[src/hw/rtl/ctf_pkg.sv]
// ctf_pkg: shared types, codes and helpers for the connection teardown fsm
// no dependencies; used by ctf_next_logic and connection_teardown_fsm
package ctf_pkg;

    // connection state, one-hot
    typedef enum logic [7:0] {
        ST_CLOSED     = 8'b0000_0001,
        ST_READY      = 8'b0000_0010,
        ST_FIN_WAIT1  = 8'b0000_0100,
        ST_FIN_WAIT2  = 8'b0000_1000,
        ST_CLOSING    = 8'b0001_0000,
        ST_TIME_WAIT  = 8'b0010_0000,
        ST_CLOSE_WAIT = 8'b0100_0000,
        ST_LAST_ACK   = 8'b1000_0000
    } t_conn_state;

    // external state codes
    localparam logic [2:0] CODE_CLOSED     = 3'd0;
    localparam logic [2:0] CODE_READY      = 3'd1;
    localparam logic [2:0] CODE_FIN_WAIT1  = 3'd2;
    localparam logic [2:0] CODE_FIN_WAIT2  = 3'd3;
    localparam logic [2:0] CODE_CLOSING    = 3'd4;
    localparam logic [2:0] CODE_TIME_WAIT  = 3'd5;
    localparam logic [2:0] CODE_CLOSE_WAIT = 3'd6;
    localparam logic [2:0] CODE_LAST_ACK   = 3'd7;

    // event opcodes
    localparam logic [1:0] OP_RECEIVE = 2'd0;
    localparam logic [1:0] OP_CLOSE   = 2'd1;
    localparam logic [1:0] OP_TIMER   = 2'd2;

    // upper-layer notices
    localparam logic [1:0] NOTE_NONE   = 2'd0;
    localparam logic [1:0] NOTE_NEW    = 2'd1;
    localparam logic [1:0] NOTE_BROKEN = 2'd2;
    localparam logic [1:0] NOTE_CLOSED = 2'd3;

    // event flags of a received message
    typedef struct packed {
        logic reset_flag;
        logic fin_ack_flag;
        logic fin_flag;
    } t_flags;

    // one result, lowest field last
    typedef struct packed {
        logic       may_send;
        logic       bad_event;
        logic [1:0] notify;
        logic       release_res;
        logic       start_wait_timer;
        logic       send_reset;
        logic       fin_low_priority;
        logic       send_fin;
        logic       send_fin_ack;
        logic [2:0] next_state;
    } t_result;

    localparam int RESULT_W = $bits(t_result);
    localparam int OUT_DATA_W = ((RESULT_W + 7) / 8) * 8;

    function automatic logic [2:0] state_code(t_conn_state st);
        logic [2:0] code;
        case (st)
            ST_CLOSED:     code = CODE_CLOSED;
            ST_READY:      code = CODE_READY;
            ST_FIN_WAIT1:  code = CODE_FIN_WAIT1;
            ST_FIN_WAIT2:  code = CODE_FIN_WAIT2;
            ST_CLOSING:    code = CODE_CLOSING;
            ST_TIME_WAIT:  code = CODE_TIME_WAIT;
            ST_CLOSE_WAIT: code = CODE_CLOSE_WAIT;
            ST_LAST_ACK:   code = CODE_LAST_ACK;
            default:       code = CODE_CLOSED;
        endcase
        return code;
    endfunction

endpackage

[src/hw/rtl/ctf_next_logic.sv]
// ctf_next_logic: combinational transition and action decode for one event
// depends on ctf_pkg
module ctf_next_logic (
    input  ctf_pkg::t_conn_state i_state,
    input  logic [1:0]           i_opcode,
    input  ctf_pkg::t_flags      i_flags,
    input  logic                 i_drain,
    output ctf_pkg::t_conn_state o_state,
    output ctf_pkg::t_result     o_result
);

    ctf_pkg::t_conn_state st;
    ctf_pkg::t_result     res;

    always_comb begin
        st  = i_state;
        res = '0;

        case (i_opcode)
            ctf_pkg::OP_RECEIVE: begin
                // first receive opens the connection
                if (st == ctf_pkg::ST_CLOSED) begin
                    st         = ctf_pkg::ST_READY;
                    res.notify = ctf_pkg::NOTE_NEW;
                end
                if (st == ctf_pkg::ST_TIME_WAIT) begin
                    res.send_reset = 1'b1;
                end else if (i_flags.reset_flag) begin
                    res.notify      = ctf_pkg::NOTE_BROKEN;
                    res.release_res = 1'b1;
                    st              = ctf_pkg::ST_CLOSED;
                end else if (i_flags.fin_flag) begin
                    res.send_fin_ack = 1'b1;
                    case (st)
                        ctf_pkg::ST_READY: begin
                            // passive close, own fin goes out at once
                            res.send_fin         = 1'b1;
                            res.fin_low_priority = i_drain;
                            res.notify           = ctf_pkg::NOTE_CLOSED;
                            st                   = ctf_pkg::ST_LAST_ACK;
                        end
                        ctf_pkg::ST_FIN_WAIT1: st = ctf_pkg::ST_CLOSING;
                        ctf_pkg::ST_FIN_WAIT2: begin
                            st                   = ctf_pkg::ST_TIME_WAIT;
                            res.start_wait_timer = 1'b1;
                        end
                        default: res.bad_event = 1'b1;
                    endcase
                end else if (i_flags.fin_ack_flag) begin
                    case (st)
                        ctf_pkg::ST_LAST_ACK: begin
                            st              = ctf_pkg::ST_CLOSED;
                            res.release_res = 1'b1;
                        end
                        ctf_pkg::ST_FIN_WAIT1: st = ctf_pkg::ST_FIN_WAIT2;
                        ctf_pkg::ST_CLOSING: begin
                            st                   = ctf_pkg::ST_TIME_WAIT;
                            res.start_wait_timer = 1'b1;
                        end
                        default: res.bad_event = 1'b1;
                    endcase
                end
            end
            ctf_pkg::OP_CLOSE: begin
                if (st == ctf_pkg::ST_READY || st == ctf_pkg::ST_CLOSE_WAIT) begin
                    res.send_fin         = 1'b1;
                    res.fin_low_priority = i_drain;
                    res.notify           = ctf_pkg::NOTE_CLOSED;
                    st = (st == ctf_pkg::ST_READY) ? ctf_pkg::ST_FIN_WAIT1
                                                   : ctf_pkg::ST_LAST_ACK;
                end else begin
                    res.bad_event = 1'b1;
                end
            end
            ctf_pkg::OP_TIMER: begin
                if (st == ctf_pkg::ST_TIME_WAIT) begin
                    st              = ctf_pkg::ST_CLOSED;
                    res.release_res = 1'b1;
                end else begin
                    res.bad_event = 1'b1;
                end
            end
            default: res.bad_event = 1'b1;
        endcase

        res.next_state = ctf_pkg::state_code(st);
        res.may_send   = (st == ctf_pkg::ST_CLOSED) || (st == ctf_pkg::ST_READY);
    end

    assign o_state  = st;
    assign o_result = res;

endmodule

[src/hw/rtl/connection_teardown_fsm.sv]
// connection_teardown_fsm: top level of the close-handshake state machine
// depends on ctf_pkg and ctf_next_logic
//
// One event per transaction on the slave stream: tuser carries the opcode
// (receive, local close, 2msl timer expiry), tdata the flags of a received
// message. Every event yields exactly one result transaction on the master
// stream with the new state, the actions to take, the upper-layer notice,
// the error flag and the send permission. An event is captured in an input
// register, decoded by the transition logic against the state register
// and landed in the output register, so one event per clock is sustained
// while the master side takes each result. The result shows on the master
// stream from the output register until it is taken. While a result waits, the
// input register still takes one more event; after that the slave side is
// ready only in cycles in which the output register is freed. The
// drain_before_close register is written through the cfg channel, which is
// always ready; write it only while idle.
module connection_teardown_fsm (
    input  logic        i_clk,
    input  logic        i_rst_n,

    // configuration: bit 0 drain_before_close
    input  logic        i_cfg_valid,
    output logic        o_cfg_ready,
    input  logic        i_cfg_data,

    input  logic        s_axis_tvalid,
    output logic        s_axis_tready,
    // [0] fin_flag, [1] fin_ack_flag, [2] reset_flag, [7:3] zero
    input  logic [7:0]  s_axis_tdata,
    // [1:0] opcode
    input  logic [1:0]  s_axis_tuser,

    output logic        m_axis_tvalid,
    input  logic        m_axis_tready,
    // [2:0] next_state, [3] send_fin_ack, [4] send_fin, [5] fin_low_priority,
    // [6] send_reset, [7] start_wait_timer, [8] release_res, [10:9] notify,
    // [11] bad_event, [12] may_send, [15:13] zero
    output logic [ctf_pkg::OUT_DATA_W-1:0] m_axis_tdata
);

    // input stage
    logic                 r_in_valid;
    logic [1:0]           r_in_opcode;
    ctf_pkg::t_flags      r_in_flags;

    // connection state and configuration
    ctf_pkg::t_conn_state r_state;
    logic                 r_drain;

    // output stage
    logic                 r_out_valid;
    ctf_pkg::t_result     r_out;

    ctf_pkg::t_conn_state n_state;
    ctf_pkg::t_result     n_out;

    logic advance;
    logic in_take;

    // event moves from input register into output register
    assign advance       = r_in_valid && (!r_out_valid || m_axis_tready);
    assign s_axis_tready = !r_in_valid || advance;
    assign in_take       = s_axis_tvalid && s_axis_tready;
    assign o_cfg_ready   = 1'b1;

    ctf_next_logic u_next (
        .i_state  (r_state),
        .i_opcode (r_in_opcode),
        .i_flags  (r_in_flags),
        .i_drain  (r_drain),
        .o_state  (n_state),
        .o_result (n_out)
    );

    always_ff @(posedge i_clk) begin
        if (!i_rst_n) begin
            r_in_valid  <= 1'b0;
            r_out_valid <= 1'b0;
            r_state     <= ctf_pkg::ST_CLOSED;
            r_drain     <= 1'b0;
        end else begin
            if (in_take) begin
                r_in_valid <= 1'b1;
            end else if (advance) begin
                r_in_valid <= 1'b0;
            end

            if (advance) begin
                r_out_valid <= 1'b1;
                r_state     <= n_state;
            end else if (m_axis_tready) begin
                r_out_valid <= 1'b0;
            end

            if (i_cfg_valid) begin
                r_drain <= i_cfg_data;
            end
        end
    end

    // payload registers
    always_ff @(posedge i_clk) begin
        if (in_take) begin
            r_in_opcode             <= s_axis_tuser;
            r_in_flags.fin_flag     <= s_axis_tdata[0];
            r_in_flags.fin_ack_flag <= s_axis_tdata[1];
            r_in_flags.reset_flag   <= s_axis_tdata[2];
        end
        if (advance) begin
            r_out <= n_out;
        end
    end

    assign m_axis_tvalid = r_out_valid;
    assign m_axis_tdata  = {{(ctf_pkg::OUT_DATA_W - ctf_pkg::RESULT_W){1'b0}}, r_out};

endmodule

[config.mk]
export PLATFORM = sky130hd
export DESIGN_NAME = connection_teardown_fsm
export DESIGN_NICKNAME = d
export VERILOG_FILES = /design/src/hw/rtl/ctf_pkg.sv /design/src/hw/rtl/ctf_next_logic.sv /design/src/hw/rtl/connection_teardown_fsm.sv
export SDC_FILE = /design/constraint.sdc
export NUM_CORES = 1
export LEC_CHECK = 0
export ABC_CLOCK_PERIOD_IN_PS = 4000
export BUFFER_PORTS_ARGS = -buffer_cell sky130_fd_sc_hd__buf_4
export CAP_MARGIN = 25
export CORE_MARGIN = 2
export CORE_UTILIZATION = 46
export CTS_CLUSTER_DIAMETER = 40
export DETAILED_ROUTE_END_ITERATION = 10
export HOLD_SLACK_MARGIN = 0.08
export PLACE_DENSITY = 0.68
export SYNTH_ARGS = -nofsm -noshare
export SYNTH_HDL_FRONTEND = slang
export SYNTH_SLANG_ARGS = --single-unit
[constraint.sdc]
create_clock -name i_clk -period 4 [get_ports i_clk]
set_clock_uncertainty 0.15 [all_clocks]
set_input_delay 0.8 -clock i_clk [delete_from_list [all_inputs] [get_ports i_clk]]
set_output_delay 0.8 -clock i_clk [all_outputs]
set_load 0.005 [all_outputs]
* Word level (Yosys, flattened, before mapping)
Cells that the tools add are included.
Word-level totals: bits in latches 0, logic and storage cells 101, output and inout bits 19, RAM bits 0, bits in registers 29, input bits 16, memory bits (read-only) 0, memories 0
Cells by class: equality and inequality tests 20, multiply operators 0, shift operators 0, reductions and logical operators 14, order comparisons 0, muxes and demuxes 48, bitwise gates (word level) 1, div/mod/pow operators 0, add/subtract/negate cells 0
Operators with widths (number):
- 2-to-1 mux 8 bit | 9
- one-hot mux 8 bit (3 select lines) | 3
- equality test 8 x 2 -> 1 bit, second input constant | 3
- equality test 8 x 6 -> 1 bit, second input constant | 3
- one-hot mux 3 bit (7 select lines) | 1
- 2-to-1 mux 1 bit | 20
- equality test 8 x 1 -> 1 bit, second input constant | 2
- equality test 8 x 3 -> 1 bit, second input constant | 2
- equality test 8 x 4 -> 1 bit, second input constant | 2
- equality test 8 x 5 -> 1 bit, second input constant | 2
- equality test 8 x 7 -> 1 bit, second input constant | 2
- equality test 8 bit, second input constant | 2
- 2-to-1 mux 2 bit | 6
- 2-to-1 mux 3 bit | 4
- OR reduction 3 bit | 3
- one-hot mux 2 bit (2 select lines) | 2
- 2-to-1 mux 5 bit | 1
- logical OR 1 bit | 4
- nonzero test 2 bit | 2
- one-hot mux 1 bit (3 select lines) | 1
- equality test 2 x 1 -> 1 bit, second input constant | 1
- equality test 2 bit, second input constant | 1
- logical AND 1 bit | 2
- zero test 1 bit | 2
- 3 further kinds | 3

* Depth between registers and ports, before layout
word-level depth 12, gate-level depth with buffers 9, depth with buffers taken out 7

* By module
From an unflattened synthesis, not the netlist that was laid out.
Unflattened totals: cells, all modules 205, area total of the unflattened synthesis 1886.8 um2
By module, submodules not included:
- connection_teardown_fsm | area each 1034.7 um2, instances 1, sequential area each 760.7 um2, cells an instance 71
- ctf_next_logic | area each 852.1 um2, instances 1, sequential area each 0.0 um2, cells an instance 134

* Least setup slack after synthesis
Ideal clock, no wire load.
path kind register -> register, start point register r_state[0], end point register r_out (netlist bit m_axis_tdata[1]), data pin, period minus slack after synthesis 2.316 ns, arrival time 1.910 ns, data required time 3.594 ns, cell stages (with the launch flop) 9, path slack 1.684 ns, path buffers 2, setup time 0.256 ns, path through dfxtp_1 buf_6 nor4_4 nand3_1 and3_1 a211o_1 buf_2 or3_1 and4b_1
RTL lines:
- from (decl) | RTL line connection_teardown_fsm.sv:47 | ctf_pkg::t_conn_state r_state;
- from (signal assigned) | RTL line connection_teardown_fsm.sv:79 | r_state <= ctf_pkg::ST_CLOSED;
- from (signal assigned) | RTL line connection_teardown_fsm.sv:90 | r_state <= n_state;
- to (signal assigned) | RTL line connection_teardown_fsm.sv:110 | r_out <= n_out;
- to (decl) | RTL line connection_teardown_fsm.sv:52 | ctf_pkg::t_result r_out;

==> flow_summary_export.csv <==
group,metric,value,unit
outcome,status,"finished, final reports clean",
power,clockPowerShare,32.8,%
placement,hpwl,2.80,mm
clock_tree,htree_levels,2,
clock_tree,numCtsBuffers,5,
clock_tree,cts_resized,0,
logic_synthesis,synth.most_common_cell,"nand2_1",
floorplan,dieArea,4570,um^2
route,wl_per_cell,14.5,um
global_route,antenna_found_initial,0,
timing,layout_setup_ws,1.16,ns
placement,dp_cells,260,
timing,hold_viol,0,
power,switching_share,26.8,%
placement,gp_congestion,0.879,
logic_synthesis,synth_top_flop_cell,"edfxtp_1",
layout,final_cells,268,
layout,fillerInstances,365,
logic_synthesis,yosysWarnings,0,
logic_synthesis,synth-edff-count,18,
floorplan,io_pins,35,
layout,final_area,2100,um^2
setup_path,arrival,2.72,ns
placement,port_buffers,25,
route,drc_errors,0,
logic_synthesis,synth-seq-cells,29,
timing,slew_violations,0,
clock_tree,cts-hold-fix-buffers,0,
logic_synthesis,synthesis.area,1860,um^2
layout,n_antenna_cell,0,
route,drtIter0Drc,117,
timing,period_share,71.0,%
floorplan,chipWidth,67.6,um
logic_synthesis,ys_seq_area_share,40.9,%
power,power_density,329,nW/um^2
timing,fmax,352,MHz
power,seqPwrFrac,51.0,%
logic_synthesis,synthTopCellsByArea,"edfxtp_1 (29%), dfxtp_1 (12%), nand2_1 (4.8%)",
logic_synthesis,ys_async_sr_fraction,0,%
route,firstDrtPassIters,4,
timing,setup_viol,0,
global_route,grt_pass1_wl,6.53,mm
timing,period_needed,2.84,ns
floorplan,start_util,47.2,%
setup_path,worst_ep_required_time,3.88,ns
global_route,grt-ovfl-total,0,
global_route,grt_usage,19.4,%
placement,pre_cts_ws,1.20,ns
logic_synthesis,synth_top_area_share,29.0,%
global_route,grt_pass1_vias,1393,
power,switchingPower,185,uW
layout,fin_nets,233,
global_route,grt_start_max_net_pins,23,
floorplan,die_h,67.6,um
setup_path,cp-start-kind,"flip-flop",
clock_tree,cts_tree,"done",
clock_tree,post_cts_buffers,0,
logic_synthesis,synth_cell_types,60,
route,wl_met3,254,um
setup_path,critPathKind,"flip-flop to flip-flop",
route,wl,3.89,mm
setup_path,cp_max_fo,8,
clock_tree,clkLatencyLatePin,0.28,ns
setup_path,end_kind,"flip-flop",
power,p_leak,0.830,nW
layout,drive_gt1_share,22.9,%
logic_synthesis,synth_common_cells,"nand2_1 (24), edfxtp_1 (18), nor2_1 (17)",
layout,syn_to_final_growth,12.9,%
power,p_int,507,uW
route,vias,1536,
clock_tree,cts_root_buf,"clkbuf_8",
floorplan,rows,23,
route,wl_met1,1.73,mm
clock_tree,cts_sinks,29,
route,met2_length,1.82,mm
logic_synthesis,synth_top_area_cell,"edfxtp_1",
run,maxCapViolations,0,
route,ant_nets,0,
route,vias_per_cell,5.73,
route,top_layer,"met4",
placement,dpl-instance-area,2020,um^2
clock_tree,clk_path_buf_depth,2,
timing,rsz0062_at_grt,"false",
logic_synthesis,synthCells,199,
timing,tightest_slew,0.688,ns
clock_tree,clkTransAtPathRegs,0.06,ns
timing,setup_tns,0,ns
logic_synthesis,avgSynthCellArea,9.36,um^2
power,pwr-share-comb,16.2,%
timing,slew_headroom,53.8,%
worst_hold_path,hold_path.class,"flip-flop to flip-flop",
floorplan,core,3940,um^2
power,ir_worst_vdd,0.000167,V
[placed cells by master, fill, tap and decap left out, types with 3 or more instances in the layout]
| master | instances |
|---|---|
| a21oi_1 | 6 |
| buf_4 | 25 |
| and3_1 | 3 |
| nor3b_1 | 5 |
| xor2_1 | 6 |
| dfxtp_1 | 11 |
| nor3_1 | 6 |
| nand4_1 | 3 |
| nor4b_1 | 4 |
| o21ai_0 | 7 |
| nand3_1 | 5 |
| o22ai_1 | 3 |
| nor2b_1 | 6 |
| nand2_1 | 24 |
| a21boi_0 | 4 |
| conb_1 | 4 |
| clkbuf_8 | 5 |
| nor2_1 | 17 |
| edfxtp_1 | 18 |
| inv_1 | 4 |
[path summary, 6_finish.rpt]
path                  startpoint               to  slack [ns]  cells after the start
hold reg to reg          r_drain          r_drain        0.37                      2
hold / removal           r_drain          r_drain        0.37                      2
setup reg to reg  r_in_opcode[0]  m_axis_tdata[1]        1.16                      7
setup / recovery  r_in_opcode[0]  m_axis_tdata[1]        1.16                      7
[area by class of cell]
type / count / area, um^2 / share of cell area [%]
inverters: 5 / 18.8 / 0.893
flip-flops and latches: 29 / 761 / 36.2
clock buffers: 6 / 72.6 / 3.45
well taps: 50 / 62.6 / 2.98
repair buffers: 25 / 188 / 8.93
clock inverters: 2 / 10.0 / 0.476
multi-input cells: 151 / 990 / 47.1
[flip-flops by register name, indices dropped and copies added (netlist names)]
name	cells
m_axis_tdata	13
m_axis_tvalid	1
r_drain	1
r_in_flags	3
r_in_opcode	2
r_in_valid	1
r_state	8
[metrics by stage]
step / util, % / hold slack, ns / power, mW
3_3_place_gp: 51.2 / 0.345 / 0.469
2_1_floorplan: - / 0.324 / 0.440
5_1_grt: 53.3 / 0.388 / 0.726
3_5_place_dp: 51.2 / 0.358 / 0.471
4_1_cts: 53.3 / 0.372 / 0.699
6_report: 53.3 / 0.366 / 0.692
[cell families after synthesis]
family | synth area share (%)
AOI/OAI and AO/OA | 19.0
xor gates and xnor gates | 3.29
buffers and inverters | 6.38
DFF | 40.9
muxes | 1.14
other | 0.403
and+or+nand+nor | 28.9
[power by group through the flow]
stage / clock network [mW] / logic (mW) / registers, mW
after floorplan: 0 / 0.0925 / 0.347
after CTS: 0.235 / 0.113 / 0.352
after detailed placement: 0 / 0.112 / 0.358
after global placement: 0 / 0.111 / 0.358
final: 0.227 / 0.112 / 0.352
after global routing: 0.243 / 0.127 / 0.355
[routing by layer]
| layer | vias to the layer above | GRT usage (%) |
|---|---|---|
| li1 | 755 | - |
| met5 | - | 0 |
| met3 | 8 | 5.00 |
| met1 | 714 | 25.2 |
| met2 | 59 | 29.7 |
| met4 | 0 | 9.95 |
[critical path, stage by stage, from the launching register on]
cell      delay (ns)
edfxtp_1        0.52
nor3_2          0.48
a21boi_2        0.39
a21boi_0        0.14
o22ai_1         0.49
nor3_1          0.13
nand3_1         0.10
and4b_1         0.19
Power figures use the tool's default switching activity.
